**config.mk**
```make
export PLATFORM = sky130hd
export DESIGN_NAME = touch_sense_register_block
export DESIGN_NICKNAME = d
export VERILOG_FILES = /design/src/rtl/tsr_pkg.sv /design/src/rtl/tsr_ctrl.sv /design/src/rtl/tsr_dp.sv /design/src/rtl/touch_sense_register_block.sv
export SDC_FILE = /design/constraint.sdc
export NUM_CORES = 2
export LEC_CHECK = 0
export BUFFER_PORTS_ARGS = -buffer_cell sky130_fd_sc_hd__buf_2
export CORE_MARGIN = 2
export CORE_UTILIZATION = 56
export CTS_BUF_LIST = sky130_fd_sc_hd__clkbuf_2
export CTS_CLUSTER_SIZE = 14
export DETAILED_ROUTE_END_ITERATION = 16
export PLACE_DENSITY = 0.74
export SLEW_MARGIN = 10
export SYNTH_ARGS = -nofsm -noshare
export SYNTH_HDL_FRONTEND = slang
export SYNTH_MEMORY_MAX_BITS = 65536
export SYNTH_SLANG_ARGS = --single-unit
```
**constraint.sdc**
```tcl
create_clock -name i_clk -period 5.4 [get_ports i_clk]
set_input_delay 0 -clock i_clk [delete_from_list [all_inputs] [get_ports i_clk]]
set_output_delay 0 -clock i_clk [all_outputs]
set_load 0.01 [all_outputs]
```
**src/rtl/tsr_pkg.sv**
```systemverilog
package tsr_pkg;

    localparam int REG_WORDS = 128;
    localparam int CHANNELS  = 16;

    localparam int REG_AW = (REG_WORDS > 1) ? $clog2(REG_WORDS) : 1;
    localparam int CH_W   = (CHANNELS > 1) ? $clog2(CHANNELS) : 1;

    localparam int WIDX_W = 7;
    localparam int ECH_W  = 5;
    localparam int CNT_W  = 16;

    // special register words
    localparam logic [WIDX_W-1:0] W_CONFIG = 7'd0;
    localparam logic [WIDX_W-1:0] W_GENCS  = 7'd2;
    localparam logic [WIDX_W-1:0] W_DATA   = 7'd64;

    // field positions
    localparam int CFG_CH_LSB = 1;
    localparam int CFG_CH_MSB = 5;
    localparam int GEN_STM    = 3;
    localparam int GEN_EN     = 5;
    localparam int GEN_SWTS   = 7;
    localparam int DAT_EOS    = 27;
    localparam int DAT_OVR    = 29;
    localparam int DAT_RNG    = 30;

    localparam logic [31:0] DAT_W1C_MASK =
        (32'd1 << DAT_EOS) | (32'd1 << DAT_OVR) | (32'd1 << DAT_RNG);
    localparam logic [CNT_W-1:0] COUNT_DEFAULT = 16'h0100;
    localparam logic [31:0]      GENCS_INIT    = 32'h0200_1000;

    typedef enum logic [1:0] {
        OP_READ      = 2'd0,
        OP_WRITE     = 2'd1,
        OP_TRIGGER   = 2'd2,
        OP_SET_COUNT = 2'd3
    } t_op;

    typedef struct packed {
        logic capture;
        logic commit;
    } t_cmd;

    // reset value of a register word held in the memory
    function automatic logic [31:0] init_word(input logic [REG_AW-1:0] a);
        logic [31:0] v;
        unique case (int'(a))
            2:       v = GENCS_INIT;
            4:       v = 32'h0007_0001;
            5:       v = 32'h6032_0000;
            6:       v = 32'h0060_0040;
            7:       v = 32'h1008_0101;
            8:       v = 32'h0001_0000;
            10:      v = 32'h0400_0000;
            default: v = 32'd0;
        endcase
        return v;
    endfunction

endpackage

```
**src/rtl/tsr_ctrl.sv**
```systemverilog
module tsr_ctrl import tsr_pkg::*; (
    input  logic i_clk,
    input  logic i_rst_n,
    input  logic i_in_valid,
    input  logic i_out_ready,
    output logic o_in_ready,
    output logic o_out_valid,
    output t_cmd o_cmd
);

    typedef enum logic {
        S_IDLE,
        S_EXEC
    } t_state;

    t_state r_state, n_state;
    logic   r_out_valid, n_out_valid;
    logic   w_slot_free;

    always_comb begin
        w_slot_free    = !r_out_valid || i_out_ready;
        o_cmd.capture  = (r_state == S_IDLE) && i_in_valid;
        o_cmd.commit   = (r_state == S_EXEC) && w_slot_free;
        o_in_ready     = (r_state == S_IDLE);
        o_out_valid    = r_out_valid;

        n_state = r_state;
        unique case (r_state)
            S_IDLE: if (o_cmd.capture) n_state = S_EXEC;
            S_EXEC: if (o_cmd.commit) n_state = S_IDLE;
            default: n_state = S_IDLE;
        endcase

        n_out_valid = o_cmd.commit || (r_out_valid && !i_out_ready);
    end

    always_ff @(posedge i_clk) begin
        if (!i_rst_n) begin
            r_state     <= S_IDLE;
            r_out_valid <= 1'b0;
        end else begin
            r_state     <= n_state;
            r_out_valid <= n_out_valid;
        end
    end

    a_no_overlap: assert property (@(posedge i_clk) disable iff (!i_rst_n)
        !(o_cmd.capture && o_cmd.commit))
        else $error("capture and commit in the same cycle");

    a_commit_shows: assert property (@(posedge i_clk) disable iff (!i_rst_n)
        o_cmd.commit |=> o_out_valid)
        else $error("committed item not presented");

    a_busy_after_capture: assert property (@(posedge i_clk) disable iff (!i_rst_n)
        o_cmd.capture |=> !o_in_ready)
        else $error("accepted a new item while one is in work");

    a_commit_slot: assert property (@(posedge i_clk) disable iff (!i_rst_n)
        (o_out_valid && !i_out_ready) |-> !o_cmd.commit)
        else $error("commit over a result still waiting");

endmodule

```
**src/rtl/tsr_dp.sv**
```systemverilog
module tsr_dp import tsr_pkg::*; (
    input  logic              i_clk,
    input  logic              i_rst_n,
    input  t_cmd              i_cmd,
    input  logic [1:0]        i_op,
    input  logic [WIDX_W-1:0] i_word_index,
    input  logic [31:0]       i_write_data,
    input  logic              i_trigger_level,
    input  logic [ECH_W-1:0]  i_electrode_channel,
    input  logic [CNT_W-1:0]  i_electrode_value,
    output logic [31:0]       o_read_data,
    output logic              o_irq_level
);

    // captured item
    t_op               r_op;
    logic [WIDX_W-1:0] r_idx;
    logic [31:0]       r_wdata;
    logic              r_lvl;
    logic [ECH_W-1:0]  r_ech;
    logic [CNT_W-1:0]  r_eval;

    // register file memory, words other than config, gencs and data
    logic [31:0]          r_mem [REG_WORDS];
    logic [REG_WORDS-1:0] r_mem_vld;
    logic [31:0]          r_mem_q;
    logic                 r_mem_hit;
    logic [31:0]          r_mem_init;

    logic [31:0]      r_cfg_word, n_cfg_word;
    logic [31:0]      r_gencs, n_gencs;
    logic [31:0]      r_data, n_data;
    logic [CNT_W-1:0] r_counts [CHANNELS];

    logic [REG_AW-1:0]  w_rd_addr, w_wr_addr;
    logic               w_in_range, w_mem_we, w_cnt_we, w_scan;
    logic [31:0]        w_mem_word, w_rd;
    logic [4:0]         w_cfg_ch;
    logic [CH_W-1:0]    w_sel, w_ech;
    logic [CNT_W-1:0]   w_count;

    always_comb begin
        w_rd_addr  = REG_AW'(i_word_index);
        w_wr_addr  = REG_AW'(r_idx);
        w_in_range = 32'(r_idx) < 32'(REG_WORDS);
        w_mem_word = r_mem_hit ? r_mem_q : r_mem_init;

        w_cfg_ch = r_cfg_word[CFG_CH_MSB:CFG_CH_LSB];
        w_sel    = (32'(w_cfg_ch) < 32'(CHANNELS)) ? CH_W'(w_cfg_ch) : '0;
        w_count  = r_counts[w_sel];
        w_ech    = CH_W'(r_ech);

        n_cfg_word = r_cfg_word;
        n_gencs    = r_gencs;
        n_data     = r_data;
        w_rd       = 32'd0;
        w_mem_we   = 1'b0;
        w_cnt_we   = 1'b0;
        w_scan     = 1'b0;

        unique case (r_op)
            OP_READ: begin
                if (r_idx == W_CONFIG) begin
                    w_rd = r_cfg_word;
                end else if (r_idx == W_GENCS) begin
                    w_rd = r_gencs & ~(32'd1 << GEN_SWTS);
                end else if (r_idx == W_DATA) begin
                    w_rd = r_data;
                end else if (w_in_range) begin
                    w_rd = w_mem_word;
                end
            end
            OP_WRITE: begin
                if (r_idx == W_GENCS) begin
                    n_gencs = r_wdata & ~(32'd1 << GEN_SWTS);
                    w_scan  = r_wdata[GEN_SWTS] && r_wdata[GEN_EN];
                end else if (r_idx == W_DATA) begin
                    n_data = r_data & ~(r_wdata & DAT_W1C_MASK);
                end else if (r_idx == W_CONFIG) begin
                    n_cfg_word = r_wdata;
                end else if (w_in_range) begin
                    w_mem_we = 1'b1;
                end
            end
            OP_TRIGGER: begin
                w_scan = r_lvl && r_gencs[GEN_STM] && r_gencs[GEN_EN];
            end
            OP_SET_COUNT: begin
                w_cnt_we = 32'(r_ech) < 32'(CHANNELS);
            end
            default: ;
        endcase

        if (w_scan) begin
            n_data = {r_data[31:CNT_W], w_count} | (32'd1 << DAT_EOS);
        end
    end

    always_ff @(posedge i_clk) begin
        if (i_cmd.capture) begin
            r_op       <= t_op'(i_op);
            r_idx      <= i_word_index;
            r_wdata    <= i_write_data;
            r_lvl      <= i_trigger_level;
            r_ech      <= i_electrode_channel;
            r_eval     <= i_electrode_value;
            r_mem_q    <= r_mem[w_rd_addr];
            r_mem_hit  <= r_mem_vld[w_rd_addr];
            r_mem_init <= init_word(w_rd_addr);
        end
        if (i_cmd.commit && w_mem_we) begin
            r_mem[w_wr_addr] <= r_wdata;
        end
        if (i_cmd.commit) begin
            o_read_data <= w_rd;
            o_irq_level <= n_gencs[GEN_EN] && n_data[DAT_EOS];
        end
    end

    always_ff @(posedge i_clk) begin
        if (!i_rst_n) begin
            r_mem_vld  <= '0;
            r_cfg_word <= 32'd0;
            r_gencs    <= GENCS_INIT;
            r_data     <= 32'd0;
            for (int i = 0; i < CHANNELS; i++) begin
                r_counts[i] <= COUNT_DEFAULT;
            end
        end else if (i_cmd.commit) begin
            r_cfg_word <= n_cfg_word;
            r_gencs    <= n_gencs;
            r_data     <= n_data;
            if (w_mem_we) begin
                r_mem_vld[w_wr_addr] <= 1'b1;
            end
            if (w_cnt_we) begin
                r_counts[w_ech] <= r_eval;
            end
        end
    end

    a_swts_clear: assert property (@(posedge i_clk) disable iff (!i_rst_n)
        !r_gencs[GEN_SWTS])
        else $error("software trigger bit stored");

    a_scan_sets_eos: assert property (@(posedge i_clk) disable iff (!i_rst_n)
        (i_cmd.commit && w_scan) |=> r_data[DAT_EOS])
        else $error("scan did not set end of scan");

    a_irq_matches: assert property (@(posedge i_clk) disable iff (!i_rst_n)
        i_cmd.commit |=> (o_irq_level == (r_gencs[GEN_EN] && r_data[DAT_EOS])))
        else $error("interrupt level disagrees with registers");

endmodule

```
**src/rtl/touch_sense_register_block.sv**
```systemverilog
// channel  | handshake                  | payload
// item in  | i_in_valid / o_in_ready    | i_op, i_word_index, i_write_data,
//          |                            | i_trigger_level, i_electrode_channel,
//          |                            | i_electrode_value
// item out | o_out_valid / i_out_ready  | o_read_data, o_irq_level
//
// each item is accepted, then committed once the output register is free;
// the registered read port of the register-file memory keeps the two steps apart
// one item in work at a time; a stalled output holds the commit, not the result
// synchronous active-low reset; register words come back from per-word valid
// bits and the reset table, electrode counts are cleared to their default at once
module touch_sense_register_block import tsr_pkg::*; (
    input  logic              i_clk,
    input  logic              i_rst_n,
    input  logic              i_in_valid,
    output logic              o_in_ready,
    input  logic [1:0]        i_op,
    input  logic [WIDX_W-1:0] i_word_index,
    input  logic [31:0]       i_write_data,
    input  logic              i_trigger_level,
    input  logic [ECH_W-1:0]  i_electrode_channel,
    input  logic [CNT_W-1:0]  i_electrode_value,
    output logic              o_out_valid,
    input  logic              i_out_ready,
    output logic [31:0]       o_read_data,
    output logic              o_irq_level
);

    t_cmd w_cmd;

    tsr_ctrl u_ctrl (
        .i_clk       (i_clk),
        .i_rst_n     (i_rst_n),
        .i_in_valid  (i_in_valid),
        .i_out_ready (i_out_ready),
        .o_in_ready  (o_in_ready),
        .o_out_valid (o_out_valid),
        .o_cmd       (w_cmd)
    );

    tsr_dp u_dp (
        .i_clk               (i_clk),
        .i_rst_n             (i_rst_n),
        .i_cmd               (w_cmd),
        .i_op                (i_op),
        .i_word_index        (i_word_index),
        .i_write_data        (i_write_data),
        .i_trigger_level     (i_trigger_level),
        .i_electrode_channel (i_electrode_channel),
        .i_electrode_value   (i_electrode_value),
        .o_read_data         (o_read_data),
        .o_irq_level         (o_irq_level)
    );

endmodule
```
==> reports/results.txt <==
Crit path kind: input pin to flop
Root Driver: clkbuf_2
Asr flop ratio synth: 0%
Global route overflow: 0
Fin Setup TNS: 0 ns
Clk_lat worst skew: 2.36 ns
P&R area growth vs syn: 11.4%
Post-layout util: 62.6%
RSZ-0062 raised after global routing: false
DRT iter0 DRCs: 18.3k
Fmax: 191 MHz
Final Worst Setup Slack: 0.166 ns
Number of cells on the critical path: 16
Relative max-transition margin: -3.32%
Final period util: 96.9%
Hold Path Origin: i_word_index[1]
Final WL: 550,000 um
Worst path buffer plus inverter count: 10
Number of global-route vias before repair: 104k
CP max stage cell: dlygate4sd3_1
Hold Violations, Final: 0
CTS HTree Levels: 7
Max clock buf depth: 5
Skew final: 0.218 ns
Grt peak-use layer: met2
Met1 Resource Use GR: 42.1%
Crit Path Max Fanout: 65
Post-Syn Area: 183,000 um^2
Dpl cell area: 191,000 um^2
Syn Area/Cell: 19.5 um^2
Largest net degree at the start of global routing: 132
Status: finished with violations
Worst IR drop on VDD: 243 uV
Critical Path AT: 7.21 ns
#FFs+latches synth: 4,703
R2R cell count: 11
HP Class: input pin to flop
Slew @ Worst Pin: 1.55 ns
Die Y: 576 um
Layout cells sized above 1: 28.2%
GP Congestion: 0.947
Leak Pwr: 68.3 nW
CP delay by family, top: buffers and inverters
Cells after Synth: 9,382
Met2 Use GR: 49.1%
Max-cap violation count: 1
Vias: 106k
DP Wirelength: 317,000 um
Die width: 576 um
Fin nets: 11.0k
Gr usage total: 33.2%
Final Max Tran Viols: 32
Post-synth cell types: 76
Cell chain of the critical path: dlygate4sd3_1 > dlygate4sd3_1 > dlygate4sd3_1 > buf_12 > buf_16 > mux4_2 > dlygate4sd3_1 > nand2_1 > nand2_1 > dlygate4sd3_1 > a221oi_1 > dlygate4sd3_1 > o31ai_1 > dlygate4sd3_1 > a2bb2oi_1 > dlygate4sd3_1
Clk sink count: 4,703
Commonest non-fill, non-tap cells in the layout: edfxtp_1, clkbuf_2, mux4_2
Die area: 332,000 um^2
Final Cell Area: 204,000 um^2
DR DRC count: 0
Hold worst-path end: u_dp.r_mem_init[22]
Worst R2R Setup Slack: 0.39 ns
Number of synthesized flops with an enable pin: 4,491
Setup violations, final: 0
DRT Pass-1 Iters: 10
CP required: 7.38 ns
First-pass GRT wire length: 763,000 um
Max stage delay on crit path: 0.70 ns
Critical Path Most Common Cell: dlygate4sd3_1
Fill cells: 22.4k
Yosys Warn Count: 0
FP Rows: 210
CTS tree: done
# IOs: 102
Placement Setup Slack: 1.40 ns
Initial core utilization: 56.2%
Synth Flop Type: edfxtp_1
Total core area: 326,000 um^2
RR Startpoint: u_dp.r_mem[7][4]
Setup Fix Bufs, Post-CTS: 0
Cts repair resizes: 0
Setup crit end kind: flop
Sequential element share of the synthesized area: 75.9%
Worst r2r dst: u_dp.r_mem_q[4]
Failing checks: capacitance limit, slew limit
GR Util met3: 12.3%
Port bufs: 101
Via density: 6.61
Initial antenna violation count: 36
Clock-pin slew on the worst setup and hold paths: 0.10 ns
Post-route minimum period: 5.23 ns
Final ANT Viol Nets: 0
P per Cell Area: 332 nW/um^2
Num CTS Buffers: 1,190
Commonest non-fill, non-tap cell in the layout: edfxtp_1
Drt wl/cell: 34.3 um
Worst hold path depth: 7
Crit start category: input pin
-- flip-flops by register name (all words and copies together) (netlist names) --
name,count
u_dp.r_mem,4096
u_dp.r_counts,256
u_dp.r_mem_vld,128
u_dp.o_read_data,32
u_dp.r_cfg_word,32
u_dp.r_mem_q,32
u_dp.r_wdata,32
u_dp.r_gencs,31
u_dp.r_data,19
u_dp.r_eval,16
u_dp.r_mem_init,10
u_dp.r_idx,7
u_dp.r_ech,5
u_dp.r_op,2
u_ctrl.o_out_valid,1
u_ctrl.r_state,1
u_dp.o_irq_level,1
u_dp.r_lvl,1
u_dp.r_mem_hit,1
-- power breakdown --
part / internal [mW] / switching [mW]
combinational: 1.38 / 3.09
clock: 8.88 / 14.0
sequential: 40.2 / 0.223
total: 50.4 / 17.3
-- per-layer routing --
metal | vias up | wire length (um)
li1 | 41900 | -
met1 | 53700 | 185000
met2 | 8663 | 249000
met3 | 1538 | 81100
met4 | 30 | 34900
met5 | - | 311
-- Yosys cell counts (36+ instances only) --
cell	n	area, um^2
a21oi_1	226	1130
a211oi_1	47	353
clkbuf_1	252	946
buf_6	79	890
o22ai_1	174	1090
mux2_2	78	878
and2_1	267	1670
nor2_1	344	1290
nand3_1	39	195
o21ai_0	105	526
buf_2	148	741
o221ai_1	100	876
edfxtp_1	4491	135000
a21boi_0	56	420
dfxtp_1	212	4240
o21a_1	126	946
mux2i_1	634	6350
nand2_1	479	1800
a211o_1	77	674
mux4_2	806	18200
buf_4	36	270
nor3_1	42	210
a221oi_1	92	806
-- metrics by stage --
step	total power, mW	instances	hold WS, ns
2_1_floorplan	43.3	9477	0.0989
3_3_place_gp	45.2	13700	0.179
3_5_place_dp	45.3	13700	0.178
4_1_cts	67.6	16000	0.104
5_1_grt	69.8	16000	0.286
6_report	67.8	16000	0.380
-- worst reg2reg max path, cell delays in order, from the launching register on --
cell and delay, ns:
edfxtp_1 0.37, mux4_2 0.46, dlygate4sd3_1 0.57, nand2_1 0.07, nand2_1 0.10, dlygate4sd3_1 0.64, a221oi_1 0.46, dlygate4sd3_1 0.70
o31ai_1 0.09, dlygate4sd3_1 0.58, a2bb2oi_1 0.15, dlygate4sd3_1 0.63
-- final cells by class --
type	count	area, um^2	share of cell area (%)
Antenna cell	19	47.5	0.0233
Clock buffer	1680	8410	4.12
Clock inverter	278	1450	0.709
Inverter	11	58.8	0.0288
Multi-Input combinational cell	4180	42000	20.6
Sequential cell	4703	139000	68.1
Tap cell	4346	5440	2.66
Timing Repair Buffer	797	7600	3.72
-- worst max path at each step --
stage	startpoint	endpoint	slack [ns]
global placement	i_word_index[1]	u_dp.r_mem_q[6]	0.34
CTS	i_word_index[0]	u_dp.r_mem_q[4]	0.30
global route	i_word_index[0]	u_dp.r_mem_q[4]	0.29
detailed placement	i_word_index[0]	u_dp.r_mem_q[1]	1.40
finish	i_word_index[0]	u_dp.r_mem_q[4]	0.17
floorplan	u_ctrl.o_out_valid	u_dp.r_mem[120][0]	1.68
-- logic make-up after synthesis --
family | after synthesis | share of synthesized area [%]
other | 1 | 0.00205
AND/OR/NAND/NOR | 1320 | 3.38
XOR/XNOR | 1 | 0.00478
AO/OA/AOI/OAI | 1230 | 4.77
flip-flops | 4703 | 75.9
multiplexers | 1529 | 13.9
adder cells (fa/ha/maj) | 4 | 0.0273
buffers and inverters | 594 | 1.99
-- timing repair --
action / 4_1_cts / 5_1_grt
hold buffers: 346 / 0
hold endpoints to repair: 4167 / 0
endpoints found under the setup margin: 0 / 1
No activity file was read; power rests on OpenSTA's default activity.
